### config.mk
export PLATFORM = sky130hd
export DESIGN_NAME = dnd_ctrl
export DESIGN_NICKNAME = d
export VERILOG_FILES = /design/src/design/dnd_pkg.sv /design/src/design/dnd_ctrl.sv
export SDC_FILE = /design/constraint.sdc
export NUM_CORES = 1
export LEC_CHECK = 0
export BUFFER_PORTS_ARGS = -buffer_cell sky130_fd_sc_hd__buf_2
export CORE_UTILIZATION = 43
export CTS_BUF_LIST = sky130_fd_sc_hd__clkbuf_8 sky130_fd_sc_hd__clkbuf_16
export DETAILED_ROUTE_END_ITERATION = 12
export PLACE_DENSITY = 0.85
export SLEW_MARGIN = 20
export SYNTH_ARGS = -nofsm -noshare
export SYNTH_HDL_FRONTEND = slang
export SYNTH_SLANG_ARGS = --single-unit
export TNS_END_PERCENT = 50
### constraint.sdc
create_clock -name clk -period 1.5 [get_ports clk]
set_input_delay 0.075 -clock clk [delete_from_list [all_inputs] [get_ports clk]]
set_output_delay 0.075 -clock clk [all_outputs]
set_load 0.02 [all_outputs]
### src/design/dnd_pkg.sv
// Shared types and constants for the DNS name decoder.
// Used by dnd_ctrl, dnd_datapath and dns_name_decoder_core; no dependencies.
`default_nettype none

package dnd_pkg;

    // Defaults for the top-level parameters
    localparam int PACKET_BYTES_DEF   = 512;
    localparam int MAX_NAME_CHARS_DEF = 127;

    // Read pointer holds a 14-bit pointer target or a position up to 16384
    localparam int RP_W = 15;
    localparam int HOPS_W = 6;
    localparam logic [HOPS_W-1:0] HOPS_RESET = 6'd16;

    localparam logic [7:0] DOT_CHAR = 8'h2E;

    // Configuration register select (paddr[2])
    localparam logic REG_MAX_HOPS = 1'b0;

    typedef enum logic [1:0] {
        ERR_NONE     = 2'd0,
        ERR_TOO_LONG = 2'd1,
        ERR_HOPS     = 2'd2,
        ERR_RANGE    = 2'd3
    } err_code_t;

    // Controller to datapath
    typedef struct packed {
        logic      start;       // take decode start offset, clear walk state
        logic      store_wr;    // write packet byte
        logic      rd_next;     // packet read at rp+1 instead of rp
        logic      set_end1;    // end offset past terminator
        logic      set_end2;    // end offset past first pointer
        logic      hop;         // count pointer, keep its high bits
        logic      jump;        // rp <= pointer target
        logic      put_dot;
        logic      lbl_open;    // rem <= length byte, rp++
        logic      put_char;    // append packet byte, rp++, rem--
        logic      flush;       // write partial group row
        logic      emit_ld;     // load output register from name row
        logic      emit_next;   // next name row
        logic      err_ld;      // load error result
        err_code_t err_code;
    } dnd_cmd_t;

    // Datapath to controller
    typedef struct packed {
        logic rp_oob;
        logic next_oob;
        logic byte_zero;
        logic byte_ptr;
        logic hops_out;
        logic name_full;
        logic seen;
        logic rem_zero;
        logic out_last;
    } dnd_status_t;

endpackage

`default_nettype wire

### src/design/dnd_ctrl.sv
// Decoder controller: sequences store beats, the name walk and result emission.
// Depends on dnd_pkg; drives dnd_datapath through dnd_cmd_t.
`default_nettype none

module dnd_ctrl
    import dnd_pkg::*;
(
    input  wire logic        clk,
    input  wire logic        rst_n,
    input  wire logic        in_valid,
    input  wire logic        in_cmd,
    output logic             in_ready,
    output logic             out_valid,
    input  wire logic        out_ready,
    input  wire dnd_status_t status,
    output dnd_cmd_t         ctl
);

    typedef enum logic [3:0] {
        S_IDLE,
        S_FETCH,
        S_DECODE,
        S_PTR,
        S_LBL,
        S_CHR,
        S_FLUSH,
        S_EMIT_RD,
        S_EMIT_LD,
        S_OUT
    } state_t;

    state_t state_reg;
    state_t state_next;

    assign in_ready  = (state_reg == S_IDLE);
    assign out_valid = (state_reg == S_OUT);

    always_comb
    begin
        ctl        = '0;
        state_next = state_reg;
        unique case (state_reg)
            S_IDLE:
            begin
                if (in_valid)
                begin
                    if (in_cmd)
                    begin
                        ctl.start  = 1'b1;
                        state_next = S_FETCH;
                    end
                    else
                    begin
                        ctl.store_wr = 1'b1;
                    end
                end
            end
            S_FETCH:
            begin
                if (status.rp_oob)
                begin
                    ctl.err_ld   = 1'b1;
                    ctl.err_code = ERR_RANGE;
                    state_next   = S_OUT;
                end
                else
                begin
                    state_next = S_DECODE;
                end
            end
            S_DECODE:
            begin
                priority if (status.byte_zero)
                begin
                    ctl.set_end1 = 1'b1;
                    state_next   = S_FLUSH;
                end
                else if (status.byte_ptr)
                begin
                    ctl.set_end2 = 1'b1;
                    priority if (status.next_oob)
                    begin
                        ctl.err_ld   = 1'b1;
                        ctl.err_code = ERR_RANGE;
                        state_next   = S_OUT;
                    end
                    else if (status.hops_out)
                    begin
                        ctl.err_ld   = 1'b1;
                        ctl.err_code = ERR_HOPS;
                        state_next   = S_OUT;
                    end
                    else
                    begin
                        ctl.hop     = 1'b1;
                        ctl.rd_next = 1'b1;
                        state_next  = S_PTR;
                    end
                end
                else if (status.seen && status.name_full)
                begin
                    ctl.err_ld   = 1'b1;
                    ctl.err_code = ERR_TOO_LONG;
                    state_next   = S_OUT;
                end
                else
                begin
                    ctl.put_dot  = status.seen;
                    ctl.lbl_open = 1'b1;
                    state_next   = S_LBL;
                end
            end
            S_PTR:
            begin
                ctl.jump   = 1'b1;
                state_next = S_FETCH;
            end
            S_LBL:
            begin
                priority if (status.rem_zero)
                begin
                    state_next = S_FETCH;
                end
                else if (status.rp_oob)
                begin
                    ctl.err_ld   = 1'b1;
                    ctl.err_code = ERR_RANGE;
                    state_next   = S_OUT;
                end
                else if (status.name_full)
                begin
                    ctl.err_ld   = 1'b1;
                    ctl.err_code = ERR_TOO_LONG;
                    state_next   = S_OUT;
                end
                else
                begin
                    state_next = S_CHR;
                end
            end
            S_CHR:
            begin
                ctl.put_char = 1'b1;
                state_next   = S_LBL;
            end
            S_FLUSH:
            begin
                ctl.flush  = 1'b1;
                state_next = S_EMIT_RD;
            end
            S_EMIT_RD:
            begin
                state_next = S_EMIT_LD;
            end
            S_EMIT_LD:
            begin
                ctl.emit_ld = 1'b1;
                state_next  = S_OUT;
            end
            S_OUT:
            begin
                if (out_ready)
                begin
                    if (status.out_last)
                    begin
                        state_next = S_IDLE;
                    end
                    else
                    begin
                        ctl.emit_next = 1'b1;
                        state_next    = S_EMIT_RD;
                    end
                end
            end
            default:
            begin
                state_next = S_IDLE;
            end
        endcase
    end

    always_ff @(posedge clk or negedge rst_n)
    begin
        if (!rst_n)
        begin
            state_reg <= S_IDLE;
        end
        else
        begin
            state_reg <= state_next;
        end
    end

endmodule

`default_nettype wire

==> results.toml, run 1 <==
[yosys]
synth.distinct_cells = 38
avgSynthCellArea_um2 = 7.49
seq_area_frac_synth_pct = 17.4
yosysTopAreaCellShare_pct = 17.4
ys_ff_latch = 4
synth_area_um2 = 577
synth_nets = 91
ys_dominant_reg_cell = "dfrtp_1"
synthTopCellsByArea = "dfrtp_1, nor2_1, nand2b_1, buf_6, or4_4"
yosysWarnings = 0
async_reset_ff_share_pct = 100
synth_edf_count = 0
synth_top_cell_by_area = "dfrtp_1"
netlist_instances = 77

[sta]
worstMarginPinSlew_ns = 0.278
setup_viol = 16
finClkSkew_ns = 0.00566
tns_ns = -1.82
hold_viol_final = 0
fin_crit_ns = 1.72
worst_slack_ns = -0.217
relSlewSlack_pct = 81.3
slew_viol_final = 0
rsz0062_at_grt = "yes"
period_share_pct = 114
fmax_ghz = 0.583

[routing]
wl_mm = 2.16
routedWlPerCell_um = 15.7
via_per_inst = 5.86
firstDrtPassIters = 4
remaining_drc_errors = 0
drt_iter0_markers = 10
num_vias = 803
ant_nets = 0

[worst_setup_path]
critPathMaxFanout = 5
crit_path_end_kind = "output pin"
worstPathRequired_ns = 1.42
arrival_ns = 1.64
criticalPathCategory = "register to output pin"
worst_setup_path_start_kind = "register"

[floorplanning]
chipWidth_um = 38.6
design.core.area_um2 = 1170
fp-row-count = 12
die_area_um2 = 1490
initial_core_util_pct = 49.3
io-pin-count = 32
die_h_um = 38.6

[clocking]
clkTransAtPathRegs_ns = 0.03
cts_max_path_buffers = 2
clock_latency_ns = 0.22
clock-sinks = 4
root_buffer = "clkbuf_8"
cts_tree = "done"
htreeDepth = 1
tritoncts.num_buffers = 3

[cells_and_area]
largest_reg_flops = 4
fin_area_um2 = 1030
final_util_pct = 87.7
layout_commonest_cell = "buf_4"
fin_nets = 139
mostFrequentLayoutCells = "buf_4, buf_2, nor2_1, buf_6"
drive_gt1_share_pct = 54.5
areaGrowthSynthToFinish_pct = 78.1
antenna_cells = 0

[power]
power.leakage_nw = 0.501
irDropWorstVdd_uv = 1550
power_density_nw_per_um2 = 1870

[placement]
numPortBuffers = 31
dpl-instance-area_um2 = 816
gp_congestion = 0.843
dp_hpwl_mm = 1.32
dp_slack_ns = -0.0677

[status]
status = "finished, violations left"
violations = "setup timing"

[grt]
grt_pass1_vias = 720
antenna_found_initial = 0
grt_first_pass_wirelength_mm = 3.08
grt.overflow.total = 0
grt.total_usage_pct = 30.9
grt_max_degree = 12

[job]
cap_violations = 0

[hold_path]
hp-class = "primary input to asynchronous set/reset pin"
-- metal layers --
metal	vias to the layer above	GRT usage [%]	wire length, um
met2	41	57.5	1140
met3	12	4.62	105
met1	378	31.4	824
li1	372	-	-
met4	0	19.0	85
met5	-	0	0
-- cells by family after synthesis --
group           after synthesis  share of synthesized area, %
simple gates                 41                          44.3
compound gates               21                          26.7
buf+inv                      10                          10.2
flops                         4                          17.4
xor+xnor                      1                          1.52
-- path summary, 6_finish.rpt --
path                              startpoint      endpoint  slack (ns)  cells after the start
worst max register to register  state_reg[3]  state_reg[3]       -0.12                      6
worst max-delay path            state_reg[3]        ctl[0]       -0.22                      5
max in group asynchronous              rst_n  state_reg[2]        1.18                      2
worst min register to register  state_reg[1]  state_reg[3]        0.71                      2
min in group clk                   out_ready  state_reg[0]        0.23                      3
worst min-delay path                   rst_n  state_reg[1]        0.18                      2
-- repair_timing --
| action | 4_1_cts | 5_1_grt |
|---|---|---|
| hold buffers | 1 | 0 |
| setup endpoints to repair | 11 | 18 |
| endpoints found under the hold margin | 4 | 0 |
| gates resized for setup | 27 | 4 |
| pin swaps | 7 | 2 |
| buffers inserted | 3 | 3 |
-- through the flow --
step                power (mW)  std cells  hold slack (ns)
floorplan                 1.00         77           -0.221
global placement          1.30        128           -0.120
detailed placement        1.33        128           -0.117
CTS                       1.79        135            0.186
global route              2.04        137            0.203
finish                    1.92        137            0.185
-- synthesized netlist by cell type, types with 3 or more instances --
master / count
a21oi_1: 4
nor2_1: 12
nand2b_1: 5
dfrtp_1: 4
inv_1: 5
nor2b_1: 3
nand2_1: 5
-- power by group --
part / switching, mW / total [mW] / leakage, nW / internal [mW]
combinational: 0.747 / 1.46 / 0.429 / 0.716
clock: 0.0604 / 0.232 / 0.0216 / 0.171
sequential: 0.0684 / 0.229 / 0.0498 / 0.161
-- area by class of cell --
class | count | area, um2
sequential | 4 | 101
fill | 61 | 144
multi-input combinational | 63 | 497
clock buffer | 3 | 41.3
tap | 14 | 17.5
timing repair buffer | 48 | 352
inverter | 5 | 18.8
-- worst max-delay path: stages (launching register included) --
cell and delay, ns:
dfrtp_1 0.41, nand2b_4 0.16, or4_4 0.43, o21a_4 0.23
o21ai_2 0.06, buf_6 0.13
(Power assumes the default switching activity.)
==> run 2: changes to the inputs <==
--- a/config.mk
+++ b/config.mk
@@ -6,6 +6,7 @@
 export NUM_CORES = 1
 export LEC_CHECK = 0
 export BUFFER_PORTS_ARGS = -buffer_cell sky130_fd_sc_hd__buf_2
+export CORE_MARGIN = 8
 export CORE_UTILIZATION = 43
 export CTS_BUF_LIST = sky130_fd_sc_hd__clkbuf_8 sky130_fd_sc_hd__clkbuf_16
 export DETAILED_ROUTE_END_ITERATION = 12
==> constraint.sdc (replaced) <==
create_clock -name clk -period 1.95 [get_ports clk]
set_input_delay 0.0975 -clock clk [delete_from_list [all_inputs] [get_ports clk]]
set_output_delay 0.0975 -clock clk [all_outputs]
set_load 0.02 [all_outputs]
==> results.toml, run 2 (same netlist as run 1, synthesis figures left out) <==
[placement]
dp_hpwl_mm = 1.53
gp_congestion = 0.856
place_inst = 123
numPortBuffers = 31
dp_slack_ns = 0.298

[grt]
grt_pass1_vias = 683
grt_max_degree = 12
antenna_found_initial = 0
grt_first_pass_wirelength_mm = 2.93
grt.overflow.total = 0
grt.total_usage_pct = 13.4

[sta]
worst_slack_ns = 0.0974
tns_ns = 0
worstMarginPinSlew_ns = 0.317
finClkSkew_ns = 0.00133
hold_viol_final = 0
fmax_ghz = 0.540
fin_crit_ns = 1.85
slew_viol_final = 0
period_share_pct = 95.0
relSlewSlack_pct = 78.8
rsz0062_at_grt = "no"
setup_viol = 0

[cells_and_area]
fin_cells = 127
largest_reg_flops = 4
drive_gt1_share_pct = 43.8
final_util_pct = 63.5
layout_commonest_cell = "buf_2"
areaGrowthSynthToFinish_pct = 41.4
fin_nets = 128
antenna_cells = 0
mostFrequentLayoutCells = "buf_2, nor2_1, inv_1, nand2_1, buf_4"

[clocking]
clkTransAtPathRegs_ns = 0.03
clock_latency_ns = 0.21
root_buffer = "clkbuf_8"
cts_max_path_buffers = 2
htreeDepth = 1
tritoncts.num_buffers = 3
cts_tree = "done"
clock-sinks = 4
post_cts_buffers = 0

[power]
switching_share_pct = 48.5
power.internal_mw = 0.594
power.leakage_nw = 0.424
fin_total_pwr_mw = 1.15
seq_power_share_pct = 15.7
power_density_nw_per_um2 = 1410
power_switching_mw = 0.560
p_comb_share_pct = 69.7
p_clk_share_pct = 14.6
irDropWorstVdd_uv = 939

[floorplanning]
initial_core_util_pct = 44.9
chipWidth_um = 52.6
design.core.area_um2 = 1280
die_area_um2 = 2770
io-pin-count = 32
fp-row-count = 13
die_h_um = 52.6

[status]
status = "finished, final reports clean"

[routing]
via_per_inst = 5.52
remaining_drc_errors = 0
firstDrtPassIters = 4
drt_iter0_markers = 18
routedWlPerCell_um = 14.4
ant_nets = 0
wl_mm = 1.84
num_vias = 701

[worst_setup_path]
critPathMaxFanout = 5
worst_setup_path_start_kind = "register"
crit_path_end_kind = "output pin"
criticalPathCategory = "register to output pin"
worstPathRequired_ns = 1.85
arrival_ns = 1.76

[hold_path]
hp-class = "primary input to asynchronous set/reset pin"

[job]
cap_violations = 0
run 2: path summary, 6_finish.rpt:
kind / from / endpoint / slack [ns] / depth (start not counted)
setup / recovery: state_reg[3] / ctl[2] / 0.1 / 5
hold / removal: rst_n / state_reg[2] / 0.22 / 2
setup reg to reg: state_reg[3] / state_reg[3] / 0.48 / 4
min in group clk: out_ready / state_reg[0] / 0.24 / 3
max in group asynchronous: rst_n / state_reg[0] / 1.61 / 2
hold reg to reg: state_reg[0] / state_reg[3] / 0.61 / 2
run 2: per-layer routing:
layer  GRT usage (%)  wire length, um  vias up
met1            15.1              745      322
met5               0                0        -
li1                -                -      358
met3            2.56              123        0
met4            5.17                0        0
met2            23.9              966       21
run 2: final cells by class:
type	count	area (um2)
flip-flops and latches	4	100
inverters	5	18.8
repair buffers	37	203
fillers	118	469
multi-input cells	63	434
clock buffers	3	41.3
well taps	15	18.8
run 2: repair_timing:
item | 4_1_cts | 5_1_grt
hold buffers | 1 | 0
setup endpoints to repair | 0 | 4
hold endpoints to repair | 4 | 0
resized for setup | 0 | 3
run 2: through the flow:
stage                     hold slack [ns]  area [um2]
after floorplan                    -0.198         577
after global placement            -0.0982         748
after detailed placement          -0.0947         748
after CTS                           0.215         800
after global routing                0.229         816
final                               0.219         816
run 2: worst max-delay path, stage by stage, from the launching register on:
cell      delay [ns]
dfrtp_1         0.43
nand2b_4        0.18
or4_4           0.44
o21a_1          0.26
o21ai_2         0.07
buf_2           0.17
run 2: power groups by stage:
stage	clock network, mW	logic (mW)	registers [mW]
finish	0.169	0.804	0.181
global route	0.177	0.883	0.185
CTS	0.175	0.793	0.168
detailed placement	0	0.789	0.168
global placement	0	0.771	0.164
floorplan	0	0.601	0.153
==> run 3: changes to the inputs <==
--- a/config.mk
+++ b/config.mk
@@ -11,6 +11,7 @@
 export CTS_BUF_LIST = sky130_fd_sc_hd__clkbuf_8 sky130_fd_sc_hd__clkbuf_16
 export DETAILED_ROUTE_END_ITERATION = 12
 export PLACE_DENSITY = 0.85
+export RECOVER_POWER = 100
 export SLEW_MARGIN = 20
 export SYNTH_ARGS = -nofsm -noshare
 export SYNTH_HDL_FRONTEND = slang
==> results.toml, run 3 (same netlist as run 1, synthesis figures left out) <==
[status]
status = "finished, final reports clean"

[routing]
wl_met1_um = 732
remaining_drc_errors = 0
routedWlPerCell_um = 14.4
routed-wl-met2_um = 959
ant_nets = 0
num_vias = 707
drt_iter0_markers = 22
route.met3.wl_um = 137
via_per_inst = 5.57
wl_mm = 1.83
firstDrtPassIters = 4
topRoutingLayerUsed = "met3"

[worst_setup_path]
regToRegSetupSlack_ns = 0.44
crit_path_end_kind = "output pin"
reg2regPathDepth = 4
rr_endpoint = "state_reg[0]"
criticalPathCategory = "register to output pin"
worstPathRequired_ns = 1.85
arrival_ns = 1.76
rr_startpoint = "state_reg[1]"
worst_setup_path_start_kind = "register"
critPathMaxFanout = 5

[floorplanning]
die_h_um = 52.6
fp-row-count = 13
initial_core_util_pct = 44.9
design.core.area_um2 = 1280
chipWidth_um = 52.6
io-pin-count = 32
die_area_um2 = 2770

[clocking]
clock-sinks = 4
cts_tree = "done"
clkTransAtPathRegs_ns = 0.03
tritoncts.num_buffers = 3
htreeDepth = 1
cts_max_path_buffers = 2
clock_latency_ns = 0.21
root_buffer = "clkbuf_8"

[cells_and_area]
antenna_cells = 0
areaGrowthSynthToFinish_pct = 36.7
largest_reg_flops = 4
drive_gt1_share_pct = 32.1
fin_nets = 128
layout_commonest_cell = "buf_2"
mostFrequentLayoutCells = "buf_2, clkbuf_1, nor2_1, inv_1, nand2_1"

[hold_path]
hold_start = "out_ready"
holdPathStages = 3
hp-class = "primary input to register"
worstHoldEndpoint = "state_reg[0]"

[sta]
finClkSkew_ns = 0.00132
worstMarginPinSlew_ns = 0.376
slew_viol_final = 0
period_share_pct = 95.3
tns_ns = 0
fin_crit_ns = 1.86
rsz0062_at_grt = "no"
hold_ws_ns = 0.233
fmax_ghz = 0.538
setup_viol = 0
hold_viol_final = 0
relSlewSlack_pct = 74.8

[power]
power_density_nw_per_um2 = 1410
power.leakage_nw = 0.368
irDropWorstVdd_uv = 901

[grt]
grt.total_usage_pct = 13.4
grt_first_pass_wirelength_mm = 2.93
grt_pass1_vias = 683
antenna_found_initial = 0
grt.overflow.total = 0
grt_max_degree = 12

[job]
cap_violations = 0

[placement]
numPortBuffers = 31
gp_congestion = 0.856
dp_hpwl_mm = 1.53
-- run 3: repair_timing --
item	CTS	global route
buffers inserted	0	0
resized for setup	0	3
setup endpoints to repair	0	4
endpoints found under the hold margin	4	0
hold buffers	1	0
-- run 3: final cells by class --
| cell class | instances | area (um2) |
|---|---|---|
| Fill cell | 132 | 497 |
| Tap cell | 15 | 18.8 |
| Inverter | 5 | 18.8 |
| Multi-Input combinational cell | 63 | 425 |
| Clock buffer | 3 | 41.3 |
| Timing Repair Buffer | 37 | 184 |
| Sequential cell | 4 | 100 |
-- run 3: stage by stage --
stage | std cells | total power, mW | instance area [um2] | setup WS, ns | util (%)
after global routing | 127 | 1.21 | 788 | 0.00919 | 61.3
after global placement | 123 | 0.935 | 748 | 0.323 | 58.2
after floorplan | 77 | 0.755 | 577 | 0.222 | -
final | 127 | 1.12 | 788 | 0.0917 | 61.3
after detailed placement | 123 | 0.957 | 748 | 0.298 | 58.2
after CTS | 127 | 1.14 | 800 | 0.0697 | 62.2
-- run 3: worst max-delay path by stage --
| stage | cells after the start | startpoint | end |
|---|---|---|---|
| 5_1_grt | 4 | state_reg[0] | ctl[8] |
| 3_3_place_gp | 5 | state_reg[3] | ctl[0] |
| 3_5_place_dp | 5 | state_reg[3] | ctl[2] |
| 6_report | 5 | state_reg[3] | ctl[2] |
| 4_1_cts | 5 | state_reg[3] | ctl[2] |
| 2_1_floorplan | 4 | state_reg[3] | ctl[13] |
-- run 3: metal layers --
metal / up-vias / track usage (%)
met4: 0 / 5.17
li1: 357 / -
met3: 0 / 2.56
met5: - / 0
met2: 23 / 23.9
met1: 327 / 15.1
-- run 3: power by group --
part | switching (mW) | internal (mW) | total, mW
Combinational | 0.455 | 0.312 | 0.767
Clock | 0.0378 | 0.131 | 0.169
Sequential | 0.0579 | 0.121 | 0.179
Total | 0.550 | 0.565 | 1.12
-- run 3: critical path, cell delays in order (launching register included) --
cell and delay [ns]:
dfrtp_1 0.42, nand2b_4 0.18, or4_4 0.44, o21a_1 0.26, o21ai_2 0.07, clkbuf_2 0.18
